[src/rtl/bcop_pkg.sv]
// ---------------------------------------------------------------------------
// bcop_pkg
// Types, constants and command codes of the binomial call option pricer
// ---------------------------------------------------------------------------
`timescale 1ns / 1ps

package bcop_pkg;

  // lattice size
  localparam int MAX_STEPS = 1024;
  localparam int NODE_DEPTH = MAX_STEPS + 1;
  localparam int ADDR_W = $clog2(NODE_DEPTH);

  // field widths
  localparam int PRICE_W = 32;
  localparam int COEF_W = 32;
  localparam int STEP_W = 11;
  localparam int PROD_W = PRICE_W + COEF_W;
  localparam int CFG_IDX_W = 3;
  localparam int CFG_DATA_W = 32;

  // fixed point shifts
  localparam int Q30_FRAC = 30;
  localparam int Q32_FRAC = 32;

  // configuration register indexes
  localparam logic [CFG_IDX_W-1:0] REG_DISC_UP = 3'd0;
  localparam logic [CFG_IDX_W-1:0] REG_DISC_DOWN = 3'd1;
  localparam logic [CFG_IDX_W-1:0] REG_UP_RATIO_SQ = 3'd2;
  localparam logic [CFG_IDX_W-1:0] REG_LOW_LEAF = 3'd3;
  localparam logic [CFG_IDX_W-1:0] REG_STEP_COUNT = 3'd4;

  // configuration reset values
  localparam logic [COEF_W-1:0] RST_DISC_UP = 32'h2000_0000;
  localparam logic [COEF_W-1:0] RST_DISC_DOWN = 32'h2000_0000;
  localparam logic [COEF_W-1:0] RST_UP_RATIO_SQ = 32'h4000_0000;
  localparam logic [COEF_W-1:0] RST_LOW_LEAF = 32'hFFFF_FFFF;
  localparam logic [STEP_W-1:0] RST_STEP_COUNT = 11'd1;

  // datapath command codes
  localparam int OP_W = 4;
  localparam logic [OP_W-1:0] OP_NONE = 4'd0;
  localparam logic [OP_W-1:0] OP_START = 4'd1;
  localparam logic [OP_W-1:0] OP_LEAF_MUL = 4'd2;
  localparam logic [OP_W-1:0] OP_LEAF_LOW = 4'd3;
  localparam logic [OP_W-1:0] OP_LEAF_UP = 4'd4;
  localparam logic [OP_W-1:0] OP_RD_FIRST = 4'd5;
  localparam logic [OP_W-1:0] OP_RD_NODE = 4'd6;
  localparam logic [OP_W-1:0] OP_RD_FINAL = 4'd7;
  localparam logic [OP_W-1:0] OP_LOAD_OUT = 4'd8;

  typedef struct packed {
    logic [COEF_W-1:0] disc_up;
    logic [COEF_W-1:0] disc_down;
    logic [COEF_W-1:0] up_ratio_sq;
    logic [COEF_W-1:0] low_leaf_factor;
    logic [STEP_W-1:0] step_count;
  } cfg_t;

  typedef struct packed {
    logic [OP_W-1:0] op;
    logic [ADDR_W-1:0] addr;
  } dp_cmd_t;

  typedef struct packed {
    logic busy;
  } dp_status_t;

endpackage

[src/rtl/bcop_ctrl.sv]
// ---------------------------------------------------------------------------
// bcop_ctrl
// Sequencer: leaf build, triangular fold passes and result handoff
// ---------------------------------------------------------------------------
`timescale 1ns / 1ps

module bcop_ctrl (
  input  logic                           clk,
  input  logic                           rst,
  input  logic [bcop_pkg::STEP_W-1:0]    step_count,
  input  logic                           req_valid,
  output logic                           req_ready,
  output logic                           rsp_valid,
  input  logic                           rsp_ready,
  input  bcop_pkg::dp_status_t           status,
  output bcop_pkg::dp_cmd_t              cmd
);

  localparam int AW = bcop_pkg::ADDR_W;
  localparam int SW = bcop_pkg::STEP_W;
  localparam int CW = (AW > SW) ? AW : SW;

  localparam logic [2:0] S_IDLE = 3'd0;
  localparam logic [2:0] S_LEAF_WR = 3'd1;
  localparam logic [2:0] S_LEAF_MUL = 3'd2;
  localparam logic [2:0] S_FOLD_FIRST = 3'd3;
  localparam logic [2:0] S_FOLD_NODE = 3'd4;
  localparam logic [2:0] S_FOLD_DRAIN = 3'd5;
  localparam logic [2:0] S_FIN_RD = 3'd6;
  localparam logic [2:0] S_FIN_OUT = 3'd7;

  logic [2:0]    state;
  logic [2:0]    state_next;
  logic [AW-1:0] n;
  logic [AW-1:0] n_next;
  logic [AW-1:0] k;
  logic [AW-1:0] k_next;
  logic [AW-1:0] m;
  logic [AW-1:0] m_next;
  logic [AW-1:0] j;
  logic [AW-1:0] j_next;
  logic          rsp_valid_next;
  logic [AW-1:0] n_clamped;
  logic          out_free;

  // clamp the step count to the store size
  assign n_clamped = (CW'(step_count) > CW'(bcop_pkg::MAX_STEPS)) ?
                     AW'(bcop_pkg::MAX_STEPS) : AW'(step_count);
  assign out_free = !rsp_valid || rsp_ready;
  assign req_ready = !rst && (state == S_IDLE);

  // next state and commands
  always_comb begin
    state_next = state;
    n_next = n;
    k_next = k;
    m_next = m;
    j_next = j;
    cmd.op = bcop_pkg::OP_NONE;
    cmd.addr = '0;
    rsp_valid_next = rsp_valid && !rsp_ready;
    unique case (state)
      S_IDLE: begin
        if (req_valid) begin
          cmd.op = bcop_pkg::OP_START;
          n_next = n_clamped;
          k_next = '0;
          state_next = S_LEAF_WR;
        end
      end
      S_LEAF_WR: begin
        cmd.op = (k == '0) ? bcop_pkg::OP_LEAF_LOW : bcop_pkg::OP_LEAF_UP;
        cmd.addr = k;
        if (k == n) begin
          m_next = n;
          state_next = (n == '0) ? S_FIN_RD : S_FOLD_FIRST;
        end else begin
          k_next = k + AW'(1);
          state_next = S_LEAF_MUL;
        end
      end
      S_LEAF_MUL: begin
        cmd.op = bcop_pkg::OP_LEAF_MUL;
        state_next = S_LEAF_WR;
      end
      S_FOLD_FIRST: begin
        cmd.op = bcop_pkg::OP_RD_FIRST;
        j_next = '0;
        state_next = S_FOLD_NODE;
      end
      S_FOLD_NODE: begin
        cmd.op = bcop_pkg::OP_RD_NODE;
        cmd.addr = j;
        if (j == m - AW'(1)) begin
          state_next = S_FOLD_DRAIN;
        end else begin
          j_next = j + AW'(1);
        end
      end
      S_FOLD_DRAIN: begin
        // last write of the pass must land before the next pass reads
        if (!status.busy) begin
          m_next = m - AW'(1);
          state_next = (m == AW'(1)) ? S_FIN_RD : S_FOLD_FIRST;
        end
      end
      S_FIN_RD: begin
        cmd.op = bcop_pkg::OP_RD_FINAL;
        state_next = S_FIN_OUT;
      end
      S_FIN_OUT: begin
        if (out_free) begin
          cmd.op = bcop_pkg::OP_LOAD_OUT;
          rsp_valid_next = 1'b1;
          state_next = S_IDLE;
        end
      end
      default: state_next = S_IDLE;
    endcase
  end

  // control registers
  always_ff @(posedge clk) begin
    if (rst) begin
      state <= S_IDLE;
      rsp_valid <= 1'b0;
      n <= '0;
      k <= '0;
      m <= '0;
      j <= '0;
    end else begin
      state <= state_next;
      rsp_valid <= rsp_valid_next;
      n <= n_next;
      k <= k_next;
      m <= m_next;
      j <= j_next;
    end
  end

endmodule

[config.mk]
export PLATFORM = sky130hd
export DESIGN_NAME = bcop_ctrl
export DESIGN_NICKNAME = d
export VERILOG_FILES = /design/src/rtl/bcop_pkg.sv /design/src/rtl/bcop_ctrl.sv
export SDC_FILE = /design/constraint.sdc
export NUM_CORES = 1
export LEC_CHECK = 0
export BUFFER_PORTS_ARGS = -buffer_cell sky130_fd_sc_hd__buf_4
export CAP_MARGIN = 10
export CORE_AREA = 2 2 75 77
export CTS_BUF_LIST = sky130_fd_sc_hd__clkbuf_4 sky130_fd_sc_hd__clkbuf_8
export DETAILED_ROUTE_END_ITERATION = 16
export DIE_AREA = 0 0 77 79
export HOLD_SLACK_MARGIN = 0.15
export PLACE_DENSITY = 0.84
export SLEW_MARGIN = 20
export SYNTH_ARGS = -nofsm -noshare
export SYNTH_HDL_FRONTEND = slang
export SYNTH_SLANG_ARGS = --single-unit
export TNS_END_PERCENT = 20
[constraint.sdc]
create_clock -name clk -period 3.49 [get_ports clk]
set_input_delay 0.349 -clock clk [delete_from_list [all_inputs] [get_ports clk]]
set_output_delay 0.349 -clock clk [all_outputs]
set_load 0.01 [all_outputs]
==> results.sh <==
export IMPL_period_minus_slack_ps=3081
export IMPL_rsz0062_at_grt="no"
export IMPL_grt_pass1_wl_microns=13350
export IMPL_core_area_sq_um=5338
export IMPL_clk_insertion_delay_late_ps=300
export IMPL_yosys_area_top_type_share=0.3146
export IMPL_async_reset_ff_frac=0
export IMPL_die_height_microns=79
export IMPL_rr_worst_depth=9
export IMPL_antenna_found_initial=0
export IMPL_routedWlPerCell_microns=16.45
export IMPL_drive_gt1_frac=0.1106
export IMPL_drc=0
export IMPL_pwr_density_cell_nw_per_um2=384.2
export IMPL_slew_viol_final=0
export IMPL_clockRootBuffer="clkbuf_8"
export IMPL_grt_pass1_vias=2818
export IMPL_cts_htree_levels=2
export IMPL_start_util=0.5722
export IMPL_dieArea_sq_um=6083
export IMPL_grt_overflow_total=0
export IMPL_rr_startpoint="m[0]$_SDFFE_PP0P_"
export IMPL_min_path_type="in2reg"
export IMPL_finalHoldViolations=0
export IMPL_numCtsBuffers=5
export IMPL_skew_ps=8.447
export IMPL_rrSetupSlack_ps=410
export IMPL_dp_hpwl_microns=5700
export IMPL_drt_pass1_iterations=6
export IMPL_netlist_instances=403
export IMPL_vias_per_cell=6.369
export IMPL_yosysSeqAreaShare=0.3146
export IMPL_fin_crit_sh=0.8828
export IMPL_whs_path_depth=3
export IMPL_clock_fmax_ghz=0.3246
export IMPL_final_nets=438
export IMPL_endpoint_kind="flop"
export IMPL_fillers=495
export IMPL_synthFlopType="dfxtp_1"
export IMPL_max_cap_violations=0
export IMPL_ys_warn_count=0
export IMPL_finalSetupViolCount=0
export IMPL_ys_ff_latch=48
export IMPL_crit_type="reg2reg"
export IMPL_peakVddDrop_v=0.0002457
export IMPL_cts_resized=0
export IMPL_synth_cell_type_count=44
export IMPL_place_area_sq_um=3288
export IMPL_die_x_microns=77
export IMPL_cts_tree="done"
export IMPL_cp_arrival_ps=3310
export IMPL_fp_row_count=27
export IMPL_grt_start_max_net_pins=35
export IMPL_antenna_cells=0
export IMPL_worst_slew_pin_slew_ps=727.6
export IMPL_stdcell_area_sq_um=3387
export IMPL_area_growth_syn_to_layout_pct=10.90
export IMPL_clock_sinks=48
export IMPL_synth_area_sq_um=3054
export IMPL_syn_area_per_cell_sq_um=7.579
export IMPL_cp_start_kind="flop"
export IMPL_synth_nets=424
export IMPL_num_vias=3108
export IMPL_postCtsHoldBufs=0
export IMPL_maxSlewHeadroom=0.5136
export IMPL_cts_post_setup_buffers_inserted=0
export IMPL_synth_edff_count=0
export IMPL_crit_fanout=18
export IMPL_setup_tns_final_ps=0
export IMPL_drt_iter0_markers=278
export IMPL_min_from="step_count[4]"
export IMPL_cts_clk_slew_worst_paths_ps=90
export IMPL_outcome="finished, final reports clean"
export IMPL_cts_buffer_depth=2
export IMPL_ant_nets=0
export IMPL_yosys_top_cells_area="dfxtp_1, xnor2_1, a21oi_1"
export IMPL_track_usage=0.2709
export IMPL_io_pins=33
export IMPL_gp_congestion=0.9587
export IMPL_wl_microns=8028
export IMPL_required_ps=3720
export IMPL_cellLeakagePower_nw=1.215
export IMPL_yosysTopAreaCell="dfxtp_1"
export IMPL_regToRegEndpoint="j[1]$_SDFFE_PP0P_"
export IMPL_holdPathEnd="n[4]$_SDFFE_PP0P_"
export IMPL_port_buffers=32
[how the worst max path moves through the flow]
stage,from,endpoint,slack [ps]
3_3_place_gp,m[0]$_SDFFE_PP0P_,j[9]$_SDFFE_PP0P_,770
3_5_place_dp,m[0]$_SDFFE_PP0P_,j[1]$_SDFFE_PP0P_,600
6_report,m[0]$_SDFFE_PP0P_,j[1]$_SDFFE_PP0P_,410
2_1_floorplan,m[0]$_SDFFE_PP0P_,j[9]$_SDFFE_PP0P_,1060
5_1_grt,m[0]$_SDFFE_PP0P_,j[1]$_SDFFE_PP0P_,100
4_1_cts,m[0]$_SDFFE_PP0P_,j[1]$_SDFFE_PP0P_,510
[synthesized netlist by cell type, types with 3 or more instances]
cell type / n
o21ai_0: 22
nand3_1: 15
and3_1: 4
or3_1: 13
or2_2: 3
nand2b_1: 5
nand4_1: 10
nor2b_1: 5
nor3_1: 6
a21oi_1: 33
nand2_1: 31
nor3b_1: 9
a22oi_1: 9
mux2i_1: 7
xor2_1: 5
dfxtp_1: 48
a22o_1: 11
inv_1: 12
nor2_1: 43
o21ai_1: 4
o31ai_1: 6
nor4_1: 11
xnor2_1: 20
a2bb2oi_1: 3
ha_1: 5
or4_1: 9
o211ai_1: 5
clkbuf_1: 23
a31oi_1: 5
[through the flow]
step	cells	worst slack [ps]	util	hold WS (ps)	total power, mW
after floorplan	403	1056	-	484.0	0.8272
after global placement	482	767.0	0.6160	511.6	0.9077
after detailed placement	482	603.8	0.6160	509.1	0.9170
after CTS	488	512.6	0.6346	305.0	1.290
after global routing	488	103.5	0.6346	337.1	1.357
final	488	409.1	0.6346	295.1	1.301
[state kept, by name, indices dropped and copies added (netlist names)]
signal,count
j,11
k,11
m,11
n,11
rsp_valid,1
state,3
[cell families after synthesis]
group,share of synthesized area
fa+ha+maj,0.02048
simple gates,0.2876
buf+inv,0.05612
flops,0.3146
xor+xnor,0.07169
mux,0.02294
compound gates,0.2266
[power by group]
group / internal (mW) / leakage [nW] / switching (mW)
registers: 0.567 / 0.388 / 0.0446
logic: 0.126 / 0.777 / 0.176
clock network: 0.206 / 0.0501 / 0.182
total: 0.899 / 1.22 / 0.402
[placed cells by master (no fill, tap or decap), drive strengths merged, types with 4 or more instances in the layout]
cell    Yosys  routed
a21oi      33      33
a22o       11      11
a22oi       9       9
a31oi       5       5
and3        4       4
buf         6      36
clkbuf     23       5
dfxtp      48      48
ha          5       5
inv        12      12
mux2i       7       7
nand2      31      31
nand2b      5       5
nand3      15      15
nand4      10      10
nor2       43      43
nor2b       5       5
nor3        6       6
nor3b       9       9
nor4       11      11
o211ai      5       5
o21ai      26      26
o31ai       6       6
or2         4       4
or3        13      13
or4         9       9
xnor2      20      20
xor2        5       5
[layout make-up]
cell class | count | area [sq um] | share of cell area
multi-input combinational | 314 | 1922 | 0.5674
sequential | 48 | 960.9 | 0.2837
timing repair buffer | 36 | 270.3 | 0.07979
tap | 72 | 90.09 | 0.02660
clock buffer | 5 | 68.82 | 0.02032
inverter | 12 | 45.04 | 0.01330
clock inverter | 1 | 30.03 | 0.008866
[metal layers]
| metal | track usage | part of all wire | up-vias |
|---|---|---|---|
| met4 | 0.1179 | 0.027 | 0 |
| met5 | 0 | 0 | - |
| met3 | 0.05227 | 0.070 | 25 |
| met1 | 0.3388 | 0.42 | 1463 |
| li1 | - | - | 1493 |
| met2 | 0.4570 | 0.48 | 127 |
[critical path: stages, from the launching register on]
cell and delay, ps:
dfxtp_1 390, inv_1 90, ha_1 270, nor3b_1 580
and3_1 300, nor4b_1 270, a31oi_1 130, a211oi_4 530
nand2b_1 260, mux2i_1 190
(Power assumes the default switching activity.)
