## config.mk

```make
export PLATFORM = sky130hd
export DESIGN_NAME = bcop_cfg_flat
export DESIGN_NICKNAME = d
export VERILOG_FILES = /design/src/rtl/bcop_pkg.sv /design/src/rtl/bcop_if.sv /design/src/rtl/bcop_cfg.sv /design/src/flat_wrapper.sv
export SDC_FILE = /design/constraint.sdc
export NUM_CORES = 1
export LEC_CHECK = 0
export ABC_CLOCK_PERIOD_IN_PS = 1300
export BUFFER_PORTS_ARGS = -buffer_cell sky130_fd_sc_hd__buf_2
export CAP_MARGIN = 20
export CORE_AREA = 2 2 116 118
export DETAILED_ROUTE_END_ITERATION = 8
export DIE_AREA = 0 0 118 120
export MAX_ROUTING_LAYER = met4
export PLACE_DENSITY = 0.74
export REMOVE_ABC_BUFFERS = 1
export SLEW_MARGIN = 20
export SYNTH_ARGS = -nofsm -noshare
export SYNTH_HDL_FRONTEND = slang
export SYNTH_SLANG_ARGS = --single-unit
```

## constraint.sdc

```tcl
create_clock -name clk -period 1.3 [get_ports clk]
set_input_delay 0.065 -clock clk [delete_from_list [all_inputs] [get_ports clk]]
set_output_delay 0.065 -clock clk [all_outputs]
set_load 0.01 [all_outputs]
```

## src/rtl/bcop_pkg.sv

```systemverilog
// ---------------------------------------------------------------------------
// bcop_pkg
// Types, constants and command codes of the binomial call option pricer
// ---------------------------------------------------------------------------
`timescale 1ns / 1ps

package bcop_pkg;

  // lattice size
  localparam int MAX_STEPS = 1024;
  localparam int NODE_DEPTH = MAX_STEPS + 1;
  localparam int ADDR_W = $clog2(NODE_DEPTH);

  // field widths
  localparam int PRICE_W = 32;
  localparam int COEF_W = 32;
  localparam int STEP_W = 11;
  localparam int PROD_W = PRICE_W + COEF_W;
  localparam int CFG_IDX_W = 3;
  localparam int CFG_DATA_W = 32;

  // fixed point shifts
  localparam int Q30_FRAC = 30;
  localparam int Q32_FRAC = 32;

  // configuration register indexes
  localparam logic [CFG_IDX_W-1:0] REG_DISC_UP = 3'd0;
  localparam logic [CFG_IDX_W-1:0] REG_DISC_DOWN = 3'd1;
  localparam logic [CFG_IDX_W-1:0] REG_UP_RATIO_SQ = 3'd2;
  localparam logic [CFG_IDX_W-1:0] REG_LOW_LEAF = 3'd3;
  localparam logic [CFG_IDX_W-1:0] REG_STEP_COUNT = 3'd4;

  // configuration reset values
  localparam logic [COEF_W-1:0] RST_DISC_UP = 32'h2000_0000;
  localparam logic [COEF_W-1:0] RST_DISC_DOWN = 32'h2000_0000;
  localparam logic [COEF_W-1:0] RST_UP_RATIO_SQ = 32'h4000_0000;
  localparam logic [COEF_W-1:0] RST_LOW_LEAF = 32'hFFFF_FFFF;
  localparam logic [STEP_W-1:0] RST_STEP_COUNT = 11'd1;

  // datapath command codes
  localparam int OP_W = 4;
  localparam logic [OP_W-1:0] OP_NONE = 4'd0;
  localparam logic [OP_W-1:0] OP_START = 4'd1;
  localparam logic [OP_W-1:0] OP_LEAF_MUL = 4'd2;
  localparam logic [OP_W-1:0] OP_LEAF_LOW = 4'd3;
  localparam logic [OP_W-1:0] OP_LEAF_UP = 4'd4;
  localparam logic [OP_W-1:0] OP_RD_FIRST = 4'd5;
  localparam logic [OP_W-1:0] OP_RD_NODE = 4'd6;
  localparam logic [OP_W-1:0] OP_RD_FINAL = 4'd7;
  localparam logic [OP_W-1:0] OP_LOAD_OUT = 4'd8;

  typedef struct packed {
    logic [COEF_W-1:0] disc_up;
    logic [COEF_W-1:0] disc_down;
    logic [COEF_W-1:0] up_ratio_sq;
    logic [COEF_W-1:0] low_leaf_factor;
    logic [STEP_W-1:0] step_count;
  } cfg_t;

  typedef struct packed {
    logic [OP_W-1:0] op;
    logic [ADDR_W-1:0] addr;
  } dp_cmd_t;

  typedef struct packed {
    logic busy;
  } dp_status_t;

endpackage

```

## src/rtl/bcop_if.sv

```systemverilog


interface bcop_cfg_if;
  logic valid;
  logic ready;
  logic [bcop_pkg::CFG_IDX_W-1:0] index;
  logic [bcop_pkg::CFG_DATA_W-1:0] data;

  modport source (output valid, output index, output data, input ready);
  modport sink (input valid, input index, input data, output ready);
endinterface

```

## src/rtl/bcop_cfg.sv

```systemverilog
// ---------------------------------------------------------------------------
// bcop_cfg
// Configuration register file of the option pricer
// ---------------------------------------------------------------------------
`timescale 1ns / 1ps

module bcop_cfg (
  input  logic             clk,
  input  logic             rst,
  bcop_cfg_if.sink         cfg,
  output bcop_pkg::cfg_t   regs
);

  logic wr;

  assign cfg.ready = !rst;
  assign wr = cfg.valid && cfg.ready;

  // register writes, unknown indexes dropped
  always_ff @(posedge clk) begin
    if (rst) begin
      regs.disc_up <= bcop_pkg::RST_DISC_UP;
      regs.disc_down <= bcop_pkg::RST_DISC_DOWN;
      regs.up_ratio_sq <= bcop_pkg::RST_UP_RATIO_SQ;
      regs.low_leaf_factor <= bcop_pkg::RST_LOW_LEAF;
      regs.step_count <= bcop_pkg::RST_STEP_COUNT;
    end else if (wr) begin
      case (cfg.index)
        bcop_pkg::REG_DISC_UP: regs.disc_up <= cfg.data[bcop_pkg::COEF_W-1:0];
        bcop_pkg::REG_DISC_DOWN: regs.disc_down <= cfg.data[bcop_pkg::COEF_W-1:0];
        bcop_pkg::REG_UP_RATIO_SQ: regs.up_ratio_sq <= cfg.data[bcop_pkg::COEF_W-1:0];
        bcop_pkg::REG_LOW_LEAF: regs.low_leaf_factor <= cfg.data[bcop_pkg::COEF_W-1:0];
        bcop_pkg::REG_STEP_COUNT: regs.step_count <= cfg.data[bcop_pkg::STEP_W-1:0];
        default: ;
      endcase
    end
  end

endmodule

```

## src/flat_wrapper.sv

```systemverilog
// flat-port wrapper written by rule: the top's interface ports become plain ports
module bcop_cfg_flat 
  (clk, rst, regs, cfg_valid, cfg_index, cfg_data, cfg_ready);
  bcop_cfg_if cfg_i ();
  input  logic clk;
  input  logic rst;
  output bcop_pkg::cfg_t regs;
  input wire logic [$bits(cfg_i.valid)-1:0] cfg_valid;
  input wire logic [$bits(cfg_i.index)-1:0] cfg_index;
  input wire logic [$bits(cfg_i.data)-1:0] cfg_data;
  output wire logic [$bits(cfg_i.ready)-1:0] cfg_ready;
  assign cfg_i.valid = cfg_valid;
  assign cfg_i.index = cfg_index;
  assign cfg_i.data = cfg_data;
  assign cfg_ready = cfg_i.ready;
  bcop_cfg u_core (.clk(clk), .rst(rst), .cfg(cfg_i), .regs(regs));
endmodule
```

==> impl_results.md, run 1 <==
* CTS root buffer: clkbuf_16
* Num rows at 42
* Mean Syn Cell Area at ~8.4 um^2
* Simple-gate share of the synthesized area at between 10% and 20%
* Xor/xnor cell area share of the yosys netlist at 0%
* Worst Setup Start Kind: input pin
* Synth-to-Final Area Change at 43.99%
* Clk_skew at 0 ps
* Clock latency on the worst-skew pair at slightly above 400 ps
* Kind of critical path: input pin to register
* Pwr Density at roughly 1400 mW/mm^2
* Gr usage total at between 20% and 30%
* DR WL/cell at between 15 and 20 um
* Top sig layer: met4
* Post-route ant nets at 0
* Worst R2R Path Depth at 2
* Status: finished clean
* DR iter-0 viols at 544
* Worst hold slack at approximately 130 ps
* Die height at 120 um
* Placed inst area at roughly 0.0065 mm^2
* Max-cap viol count at 0
* CTS buffer count at 17
* DRC at 0
* Top reg by flops: u_core.regs
* Met2 routed WL at around 8.1 mm
* Sequential share of the synthesized area at between 50% and 60%
* Top post-synthesis cells by area: dfxtp_1 53%, a21oi_1 12%, o21ai_0 8.8%, nand3_1 8.7%, clkbuf_1 3.5%
* Flip-flop count of the largest register after layout at ~140
* Met3 WL at 1.198 mm
* Area leader, netlist: dfxtp_1
* Worst Path Max Fanout at 33
* Initial Util at around two fifths
* Final Instance Area at approximately 0.0075 mm^2
* # fillers at between 1000 and 1500
* Horiz. Die Dim at around 120 um
* Hold depth at 5
* Max-slew violations at 0
* Drt first pass iters at 6
* Final worst-path cycle share at 76.10%
* Worst path cell trace: buf_4 > or3b_2 > buf_12 > o21ai_0 > a21oi_1
* Arrival time worst endpoint at approximately 1300 ps
* Synth Instances at 620
* Inst Count DP at ~950
* Largest family of logic cells by synthesized area: compound AO/OA/AOI/OAI gates
* RSZ-0062 raised after global routing: no
* HPWL after DPL at between 10 and 15 mm
* Htree depth at 4
* Yosys top cell area share at 53.35%
* Core Util, Final at roughly 58%
* Delay of the slowest critical-path stage at around 560 ps
* Final hold viol count at 0
* Initial antenna violation count at 1
* Post-CTS sizing at 0
* Synth Area in Adders at 0%
* Largest regs: u_core.regs x139
* Max frequency at just over 1000 MHz
* Synth Cell Area at approximately 0.0052 mm^2
* Vias in the first global route at 5107
* Clock Path Buffers at 2
* Hold WC Path Type: input pin to register
* Synthesis Warnings at 0
* Slew HR at approximately 74%
* Clk sinks at between 100 and 150
* Layout Nets at between 800 and 900
* Yosys reg bits at 139
* TritonCTS clock tree: done
* Worst path slowest cell: or3b_2
* Share of layout cells above drive strength 1 at between 30% and 40%
* Worst Max-Slew Pin Slew at between 300 and 400 ps
* Port Buffers at roughly 180
* Largest net degree at the start of global routing at 70
* Final setup viols at 0
* CTS clk-pin slew, worst paths at 60 ps
* Gr ovfl total at 0
* Most frequent cells in the layout: 176 x buf_2, 139 x dfxtp_1, 123 x a21oi_1, 92 x o21ai_0, 91 x nand3_1
* Routability Congestion at roughly 0.82
* CP endpoint kind: register
* Pwr Total at 0.01072 W
* Final Non-Filler Cells at approximately 1000
* WL met1 at between 7 and 8 mm
* Static leakage at 3.082 nW
* Via density at 5.408
* I/O pins at between 150 and 200
* First-pass GRT wire length at around 27 mm
* Final wirelength at 16.73 mm
* Min Tclk post-route at ~1000 ps
* Leading cell type in the layout, fill and taps excluded: buf_2
* Yosys cell types at 27
* Post-synthesis mux area share at under 10%
* Area fraction in compound gates after synthesis at 21.47%
* Die ar. at approximately 0.014 mm^2
* Vias post-DR at 5473
* WP data required at around 1600 ps
* Max VDD drop at 752.3 uV
* Core area at 0.01298 mm^2
==> worst paths after layout <==
check | from | to | slack, ps
worst min-delay path | cfg_index[1] | u_core.regs[104] | 130
worst min register to register | u_core.regs[23] | u_core.regs[23] | 470
worst max register to register | u_core.regs[6] | u_core.regs[6] | 500
worst max-delay path | rst | u_core.regs[120] | 310
==> layer usage <==
metal,vias to the layer above,track usage (%)
met5,-,-
li1,2606,-
met2,241,39.43
met1,2597,29.97
met3,29,6.036
met4,0,8.434
==> critical path, delay by kind of cell <==
| kind | cells | cell delay, ps |
|---|---|---|
| AND/OR/NAND/NOR | 1 | 560 |
| buffers and inverters | 2 | 340 |
| AO/OA/AOI/OAI | 2 | 300 |
==> kinds of logic (layout without fill, tap and decap cells) <==
logic type | count (synthesis) | after routing
buffers and inverters | 68 | 283
AOI/OAI and AO/OA | 220 | 220
muxes | 11 | 11
DFF | 139 | 139
other | 0 | 1
and+or+nand+nor | 182 | 182
==> area by class of cell <==
class / instances / area (um^2) / share of cell area (%)
Clock buffer: 22 / 474.2 / 6.314
Sequential cell: 139 / 2783 / 37.05
Antenna cell: 1 / 2.502 / 0.03332
Tap cell: 176 / 220.2 / 2.932
Multi-Input combinational cell: 413 / 2182 / 29.05
Clock inverter: 10 / 211.5 / 2.815
Timing Repair Buffer: 248 / 1627 / 21.66
Inverter: 3 / 11.26 / 0.1499
==> where the power goes <==
part	internal, W	leakage (nW)	total, W	switching, W
Combinational	0.000317	1.63	0.000800	0.000482
Sequential	0.00433	1.12	0.00436	0.0000319
Clock	0.00376	0.323	0.00556	0.00180
==> cells in the mapped netlist <==
library cell    n
a211o_1         3
a21oi_1       123
a31o_2          2
and3_1          3
and4bb_1        1
buf_1           3
buf_2          11
buf_4           2
clkbuf_1       49
clkinv_1        1
dfxtp_1       139
inv_1           2
mux2_2         10
mux2i_1         1
nand2_1         3
nand2b_1        1
nand3_1        91
nand4_1         1
nand4bb_1       1
nor2_1         32
nor2_2          1
nor2b_1        11
nor3_1         34
nor3b_2         1
o21ai_0        92
or2_2           1
or3b_1          1
==> per-stage QoR <==
step / setup slack, ps / TNS (ps)
6_report: 310.7 / 0
2_1_floorplan: -1191 / -105440
5_1_grt: 250.9 / 0
3_5_place_dp: -115.9 / -3013
4_1_cts: 309.6 / 0
3_3_place_gp: -49.73 / -2370
==> what timing repair did <==
action | in CTS | in global routing
endpoints found under the setup margin | 0 | 0
endpoints found under the hold margin | 134 | 0
buffers inserted | 0 | 0
hold buffers | 32 | 0
Power figures use the tool's default switching activity.
==> run 2, diff against run 1 <==
--- a/config.mk
+++ b/config.mk
@@ -5,14 +5,15 @@
 export SDC_FILE = /design/constraint.sdc
 export NUM_CORES = 1
 export LEC_CHECK = 0
-export ABC_CLOCK_PERIOD_IN_PS = 1300
+export ABC_AREA = 1
+export ABC_CLOCK_PERIOD_IN_PS = 900
 export BUFFER_PORTS_ARGS = -buffer_cell sky130_fd_sc_hd__buf_2
 export CAP_MARGIN = 20
-export CORE_AREA = 2 2 116 118
+export CORE_AREA = 2 2 118 120
 export DETAILED_ROUTE_END_ITERATION = 8
-export DIE_AREA = 0 0 118 120
+export DIE_AREA = 0 0 120 122
 export MAX_ROUTING_LAYER = met4
-export PLACE_DENSITY = 0.74
+export PLACE_DENSITY = 0.76
 export REMOVE_ABC_BUFFERS = 1
 export SLEW_MARGIN = 20
 export SYNTH_ARGS = -nofsm -noshare
==> constraint.sdc (replaced) <==
create_clock -name clk -period 0.9 [get_ports clk]
set_input_delay 0.045 -clock clk [delete_from_list [all_inputs] [get_ports clk]]
set_output_delay 0.045 -clock clk [all_outputs]
set_load 0.01 [all_outputs]
==> impl_results.md, run 2 <==
* Max frequency at 1092 MHz
* CTS clk-pin slew, worst paths at 60 ps (about the same)
* Gr usage total at 25.74% (+1.3 points)
* Min Tclk post-route at 915.7 ps
* Num rows at 43 (+2.4%)
* Post-synth EDFFs at 0 (unchanged)
* Clock latency on the worst-skew pair at 410 ps (about the same)
* Share of layout cells above drive strength 1 at 40.90% (+9.0 points)
* Status: finished, violations left
* Synth Instances at 748 (+21%)
* Switch share at 23.19% (+1.6 points)
* Worst path cell trace: buf_6
* DR iter-0 viols at 462 (-15%)
* Vias in the first global route at 5654 (+11%)
* Delay of the slowest critical-path stage at 350 ps (-210 ps)
* DR WL/cell at 16.09 um (-2.7%)
* Largest net degree at the start of global routing at 56 (-20%)
* Sequential share of the synthesized area at 51.65% (-1.7 points)
* HP Start: rst
* Hold WC Path Type: input pin to register
* Top post-synthesis cells by area: dfxtp_1 52%, nand3_1 16%, nor2_1 13%, nand2_1 9.4%, inv_1 2.6%
* Ys flop type: dfxtp_1
* Internal power at 0.01184 W (+41%)
* Core Util, Final at 64.65% (+6.8 points)
* Final hold viol count at 0 (unchanged)
* Yosys cell types at 14 (-48%)
* WP data required at 850 ps (-740 ps)
* Final worst slack at -15.68 ps (-326.4 ps)
* Final setup viols at 42 (+42)
* Yosys reg bits at 139 (unchanged)
* DRC at 0 (unchanged)
* Clock Path Buffers at 2 (unchanged)
* Switch Pwr at 0.003575 W (+54%)
* Arrival time worst endpoint at 870 ps (-410 ps)
* Hold depth at 5 (unchanged)
* Gr ovfl total at 0 (unchanged)
* Port Buffers at 177 (unchanged)
* Reg-to-Reg Start: u_core.regs[48]
* Post-route ant nets at 0 (unchanged)
* HPWL after DPL at 10.37 mm (-2.1%)
* Initial antenna violation count at 2 (+1)
* Core area at 0.01350 mm^2 (+4.0%)
* Slew HR at 77.04% (+2.7 points)
* Reg2Reg Setup Slack at 70 ps (-430 ps)
* CTS buffer count at 17 (unchanged)
* Top reg by flops: u_core.regs
* Die ar. at 0.01464 mm^2 (+3.4%)
* Hold Path Sink: u_core.regs[0]
* Sequential Area at 0.002957 mm^2 (+6.3%)
* Vias post-DR at 5815 (+6.2%)
* Pwr Density at 1765 mW/mm^2 (+24%)
* TritonCTS clock tree: done
* Static leakage at 3.989 nW (+29%)
* Multi-input logic area at 0.002218 mm^2 (+1.7%)
* First-pass GRT wire length at 28.49 mm (+6.6%)
* I/O pins at 178 (unchanged)
* Routability Congestion at 0.8297 (+1.5%)
* Clk_skew at 0 ps (unchanged)
* Area leader, netlist: dfxtp_1
* Die height at 122 um (+1.7%)
* Worst R2R Path Depth at 3 (+1)
* Worst Setup Start Kind: register
* Clock power share at 48.6% (-3.2 points)
* Worst path slowest cell: dfxtp_2
* FFs w/ async S/R, synth at 0% (unchanged)
* Sequential power share at 41.6% (+0.9 points)
* CTS root buffer: clkbuf_16
* Clk sinks at 139 (unchanged)
* Horiz. Die Dim at 120 um (+1.7%)
* # fillers at 1087 (-6.7%)
* RSZ-0062 raised after global routing: yes
* Leading cell type in the layout, fill and taps excluded: nor2_1
* CP bufs+invs at 1 (-1)
* Synthesis Warnings at 0 (unchanged)
* Yosys top cell area share at 51.65% (-1.7 points)
* Most frequent cells in the layout: 187 x nor2_1, 172 x nand3_1, 139 x buf_6, 139 x dfxtp_2, 135 x nand2_1
* CP startpoint: u_core.regs[7]
* Worst Path Max Fanout at 2 (-94%)
* Combinational share of power at 9.7% (+2.2 points)
* Pre-CTS setup slack at -221.3 ps (-105.4 ps)
* Max-cap viol count at 0 (unchanged)
* End of the worst register-to-register path: u_core.regs[48]
* Kind of critical path: register to primary output
* Most numerous cell in the Yosys netlist: nor2_1
* CP endpoint kind: primary output
* Worst Max-Slew Pin Slew at 344.5 ps (-40.96 ps)
* Initial Util at 39.90% (-0.29 points)
* Synth-to-Final Area Change at 62.05%
* Largest regs: u_core.regs x139
* Synth Cell Area at 0.005388 mm^2 (+3.3%)
* Mean Syn Cell Area at 7.203 um^2 (-14%)
* Layout Nets at 1003 (+17%)
* Max-slew violations at 0 (unchanged)
* Drt first pass iters at 4 (-2)
* CP delay by family, top: flip-flops
* Max VDD drop at 1298 uV (+72%)
* Final wirelength at 18.66 mm (+12%)
* Flip-flop count of the largest register after layout at 139 (unchanged)
* Htree depth at 4 (unchanged)
* Failing checks: negative setup slack
* Via density at 5.013 (-7.3%)
* Final worst-path cycle share at 101.7%
* Post-synth top cells: 188 x nor2_1, 172 x nand3_1, 139 x dfxtp_1
[run 2: how the worst max path moves through the flow]
stage                            end  slack, ps  cells after the start
detailed placement  u_core.regs[138]       -220                      8
finish                       regs[7]        -20                      1
floorplan           u_core.regs[100]      -3750                      6
CTS                        regs[121]        -40                      1
global route                 regs[7]        -50                      1
global placement    u_core.regs[138]       -200                      8
[run 2: repair_timing]
action	4_1_cts	5_1_grt
gates resized for setup	278	0
buffers inserted	1	11
endpoints found under the hold margin	92	0
endpoints found under the setup margin	139	139
hold buffers	32	0
[run 2: power groups by stage]
| stage | Combinational, W | Clock, W | Sequential, W |
|---|---|---|---|
| detailed placement | 0.00118 | 0 | 0.00649 |
| global route | 0.00162 | 0.00788 | 0.00643 |
| floorplan | 0.000542 | 0 | 0.00655 |
| finish | 0.00150 | 0.00750 | 0.00642 |
| CTS | 0.00144 | 0.00760 | 0.00641 |
| global placement | 0.00116 | 0 | 0.00649 |
[run 2: routing by layer]
metal  vias up  share of wire, %  track usage, %
met2       216                50           41.83
met4         0               2.6           13.31
li1       2809                 -               -
met1      2753                41           29.60
met3        37               6.0           6.227
met5         -                 0               -
[run 2: logic make-up after synthesis]
kind of cell,Yosys count,synth area share [%]
AND/OR/NAND/NOR,501,39.18
flip-flops,139,51.65
buffers and inverters,94,7.873
AO/OA/AOI/OAI,14,1.301
[run 2: per-stage QoR]
stage	area (um^2)	hold WS, ps	cells	TNS (ps)	total power, W
final	8731	89.47	1160	-217.8	0.01541
after detailed placement	6635	305.1	1082	-21970	0.007666
after floorplan	5114	171.2	694	-392940	0.007097
after global routing	8731	75.22	1160	-3592	0.01593
after CTS	8643	34.66	1147	-2264	0.01545
after global placement	6635	299.2	1082	-20150	0.007645
[run 2: layout make-up]
cell class	count	area share, %
repair buffers	252	29.05
inverters	40	1.748
well taps	180	2.580
flip-flops and latches	139	33.86
clock buffers	21	5.388
multi-input cells	515	25.41
clock inverters	11	1.906
diodes	2	0.05732
==> run 3, diff against run 2 <==
--- a/config.mk
+++ b/config.mk
@@ -6,15 +6,14 @@
 export NUM_CORES = 1
 export LEC_CHECK = 0
 export ABC_AREA = 1
-export ABC_CLOCK_PERIOD_IN_PS = 900
+export ABC_CLOCK_PERIOD_IN_PS = 890
 export BUFFER_PORTS_ARGS = -buffer_cell sky130_fd_sc_hd__buf_2
 export CAP_MARGIN = 20
 export CORE_AREA = 2 2 118 120
 export DETAILED_ROUTE_END_ITERATION = 8
 export DIE_AREA = 0 0 120 122
 export MAX_ROUTING_LAYER = met4
-export PLACE_DENSITY = 0.76
-export REMOVE_ABC_BUFFERS = 1
+export PLACE_DENSITY = 0.73
 export SLEW_MARGIN = 20
 export SYNTH_ARGS = -nofsm -noshare
 export SYNTH_HDL_FRONTEND = slang
==> constraint.sdc (replaced) <==
create_clock -name clk -period 0.89 [get_ports clk]
set_input_delay 0.0445 -clock clk [delete_from_list [all_inputs] [get_ports clk]]
set_output_delay 0.0445 -clock clk [all_outputs]
set_load 0.01 [all_outputs]
==> impl_results.md, run 3 (synthesis results as in run 2) <==
* Worst R2R Path Depth at 4 (+1)
* Largest net degree at the start of global routing at 63 (+13%)
* Final hold viol count at 0 (unchanged)
* Worst path slowest cell: dfxtp_4
* Gr ovfl total at 0 (unchanged)
* I/O pins at 178 (unchanged)
* Worst Max-Slew Pin Slew at 316.7 ps (-27.75 ps)
* Reg2Reg Setup Slack at 90 ps (+20 ps)
* Clock latency on the worst-skew pair at 410 ps (about the same)
* Hold WC Path Type: input pin to register
* End of the worst register-to-register path: u_core.regs[30]
* Leading cell type in the layout, fill and taps excluded: nor2_1
* DR iter-0 viols at 528 (+14%)
* DRC at 0 (unchanged)
* Flip-flop count of the largest register after layout at 139 (unchanged)
* Most frequent cells in the layout: 187 x nor2_1, 172 x nand3_1, 139 x buf_6, 138 x dfxtp_2, 134 x nand2_1
* TritonCTS clock tree: done
* Static leakage at 4.004 nW (+0.39%)
* Final Non-Filler Cells at 1163 (+0.26%)
* CTS buffer count at 17 (unchanged)
* Placed inst area at 0.006613 mm^2 (-0.34%)
* Hold Path Sink: u_core.regs[136]
* Vias in the first global route at 5426 (-4.0%)
* Max VDD drop at 1031 uV (-21%)
* DR WL/cell at 16.09 um (about the same)
* Met2 routed WL at 9.503 mm (+1.3%)
* Pwr Density at 1732 mW/mm^2 (-1.9%)
* Initial Util at 39.90% (unchanged)
* RSZ-0062 raised after global routing: yes
* Vias post-DR at 5814 (-0.017%)
* Status: finished, violations left
* Worst Setup Start Kind: register
* Sequential Area at 0.002959 mm^2 (about the same)
* Final setup viols at 121 (+190%)
* Delay of the slowest critical-path stage at 360 ps (about the same)
* CTS clk-pin slew, worst paths at 60 ps (about the same)
* Synth-to-Final Area Change at 62.22%
* HPWL after DPL at 10.95 mm (+5.6%)
* Htree depth at 4 (unchanged)
* Slew HR at 78.89% (+1.8 points)
* HP Start: cfg_index[1]
* Final worst slack at -50.17 ps (-34.49 ps)
* Drt first pass iters at 7 (+3)
* # fillers at 1099 (+1.1%)
* Clock Path Buffers at 2 (unchanged)
* Die ar. at 0.01464 mm^2 (unchanged)
* Min Tclk post-route at ~940 ps
* Multi-input logic area at 0.002191 mm^2 (-1.2%)
* WL met1 at 7.311 mm (-4.7%)
* Die height at 122 um (unchanged)
* CTS root buffer: clkbuf_16
* Horiz. Die Dim at 120 um (unchanged)
* Via density at 4.999 (-0.28%)
* Port Buffers at 177 (unchanged)
* Clk_skew at 0 ps (unchanged)
* Max-cap viol count at 0 (unchanged)
* Worst Path Max Fanout at 2 (unchanged)
* Max frequency at between 1000 and 1500 MHz
* CP endpoint kind: primary output
* Clk sinks at 139 (unchanged)
* First-pass GRT wire length at 28.32 mm (-0.61%)
* CP delay by family, top: flip-flops
* Final worst-path cycle share at 105.6%
* Syn Nets at between 700 and 800
* Share of layout cells above drive strength 1 at 41.24% (+0.34 points)
* Initial antenna violation count at 1 (-1)
* Met3 WL at 1.392 mm (+23%)
* Reg-to-Reg Start: u_core.regs[30]
* Core area at 0.01350 mm^2 (unchanged)
* Inst Count DP at 1081 (-0.092%)
* Hold depth at 5 (unchanged)
* Final wirelength at 18.71 mm (+0.25%)
* Gr usage total at 25.66% (-0.072 points)
* Top reg by flops: u_core.regs
* Failing checks: negative setup slack
* Worst path cell trace: buf_6
* Num rows at 43 (unchanged)
* Post-route ant nets at 0 (unchanged)
* Routability Congestion at 0.8240 (-0.69%)
* Kind of critical path: register to primary output
* Top sig layer: met4
* Layout Nets at 1008 (+0.50%)
* CP bufs+invs at 1 (unchanged)
* WP data required at 850 ps (about the same)
* Arrival time worst endpoint at 900 ps (+30 ps)
* Final Instance Area at 0.008740 mm^2 (+0.10%)
* Largest regs: u_core.regs x139
* Max-slew violations at 0 (unchanged)
[run 3: cell count changes in the layout (fill, tap and decap cells not counted), moves of 2 or more]
cell / previous run / this run
nor2_2: 0 / 6
buf_4: 32 / 34
bufinv_16: 4 / 2
nor2_4: 7 / 1
[run 3: worst max-delay path by stage]
stage	cells after the start	to	slack (ps)	startpoint
2_1_floorplan	8	u_core.regs[69]	20	rst
3_3_place_gp	7	u_core.regs[93]	-180	cfg_index[2]
3_5_place_dp	7	u_core.regs[93]	-200	cfg_index[2]
4_1_cts	1	regs[108]	-40	u_core.regs[108]
5_1_grt	1	regs[111]	-80	u_core.regs[111]
6_report	1	regs[111]	-50	u_core.regs[111]
[run 3: where the power goes]
group	switching, W	total (W)	internal, W
combinational	0.000841	0.00156	0.000720
clock	0.00268	0.00708	0.00440
sequential	0.000104	0.00649	0.00639
total	0.00363	0.0151	0.0115
[run 3: what timing repair did]
item,CTS,global route
hold buffers,33,0
hold endpoints to repair,50,0
cloned,0,1
pin swaps,0,0
resized for setup,281,2
buffers inserted,6,10
setup endpoints to repair,139,140
[run 3: cell type report]
cell class                 instances  share of cell area, %
clock buffer                      21                  5.497
sequential                       139                  33.86
multi-input combinational        515                  25.07
timing repair buffer             257                  29.91
inverter                          40                  1.747
clock inverter                    10                  1.317
tap                              180                  2.577
antenna                            1                0.02863
[run 3: metrics by stage]
stage	util, %	power, W	hold WS (ps)	TNS (ps)	setup slack (ps)
2_1_floorplan	-	0.007239	170.7	0	22.83
3_3_place_gp	48.97	0.007773	297.2	-19820	-175.5
3_5_place_dp	48.97	0.007784	302.7	-20840	-200.9
4_1_cts	63.88	0.01515	40.78	-3396	-41.61
5_1_grt	64.72	0.01566	117.9	-5752	-77.09
6_report	64.72	0.01513	61.14	-1326	-50.17
[run 3: tightest hold or removal path: stages]
cell,delay (ps)
buf_2,120
nor2_2,60
nand2_1,80
o21ai_0,70
nand3_1,60
[run 3: layer usage]
metal	up-vias	global-route usage (%)
li1	2815	-
met1	2694	28.37
met2	258	43.57
met3	47	7.444
met4	0	10.37
met5	-	-
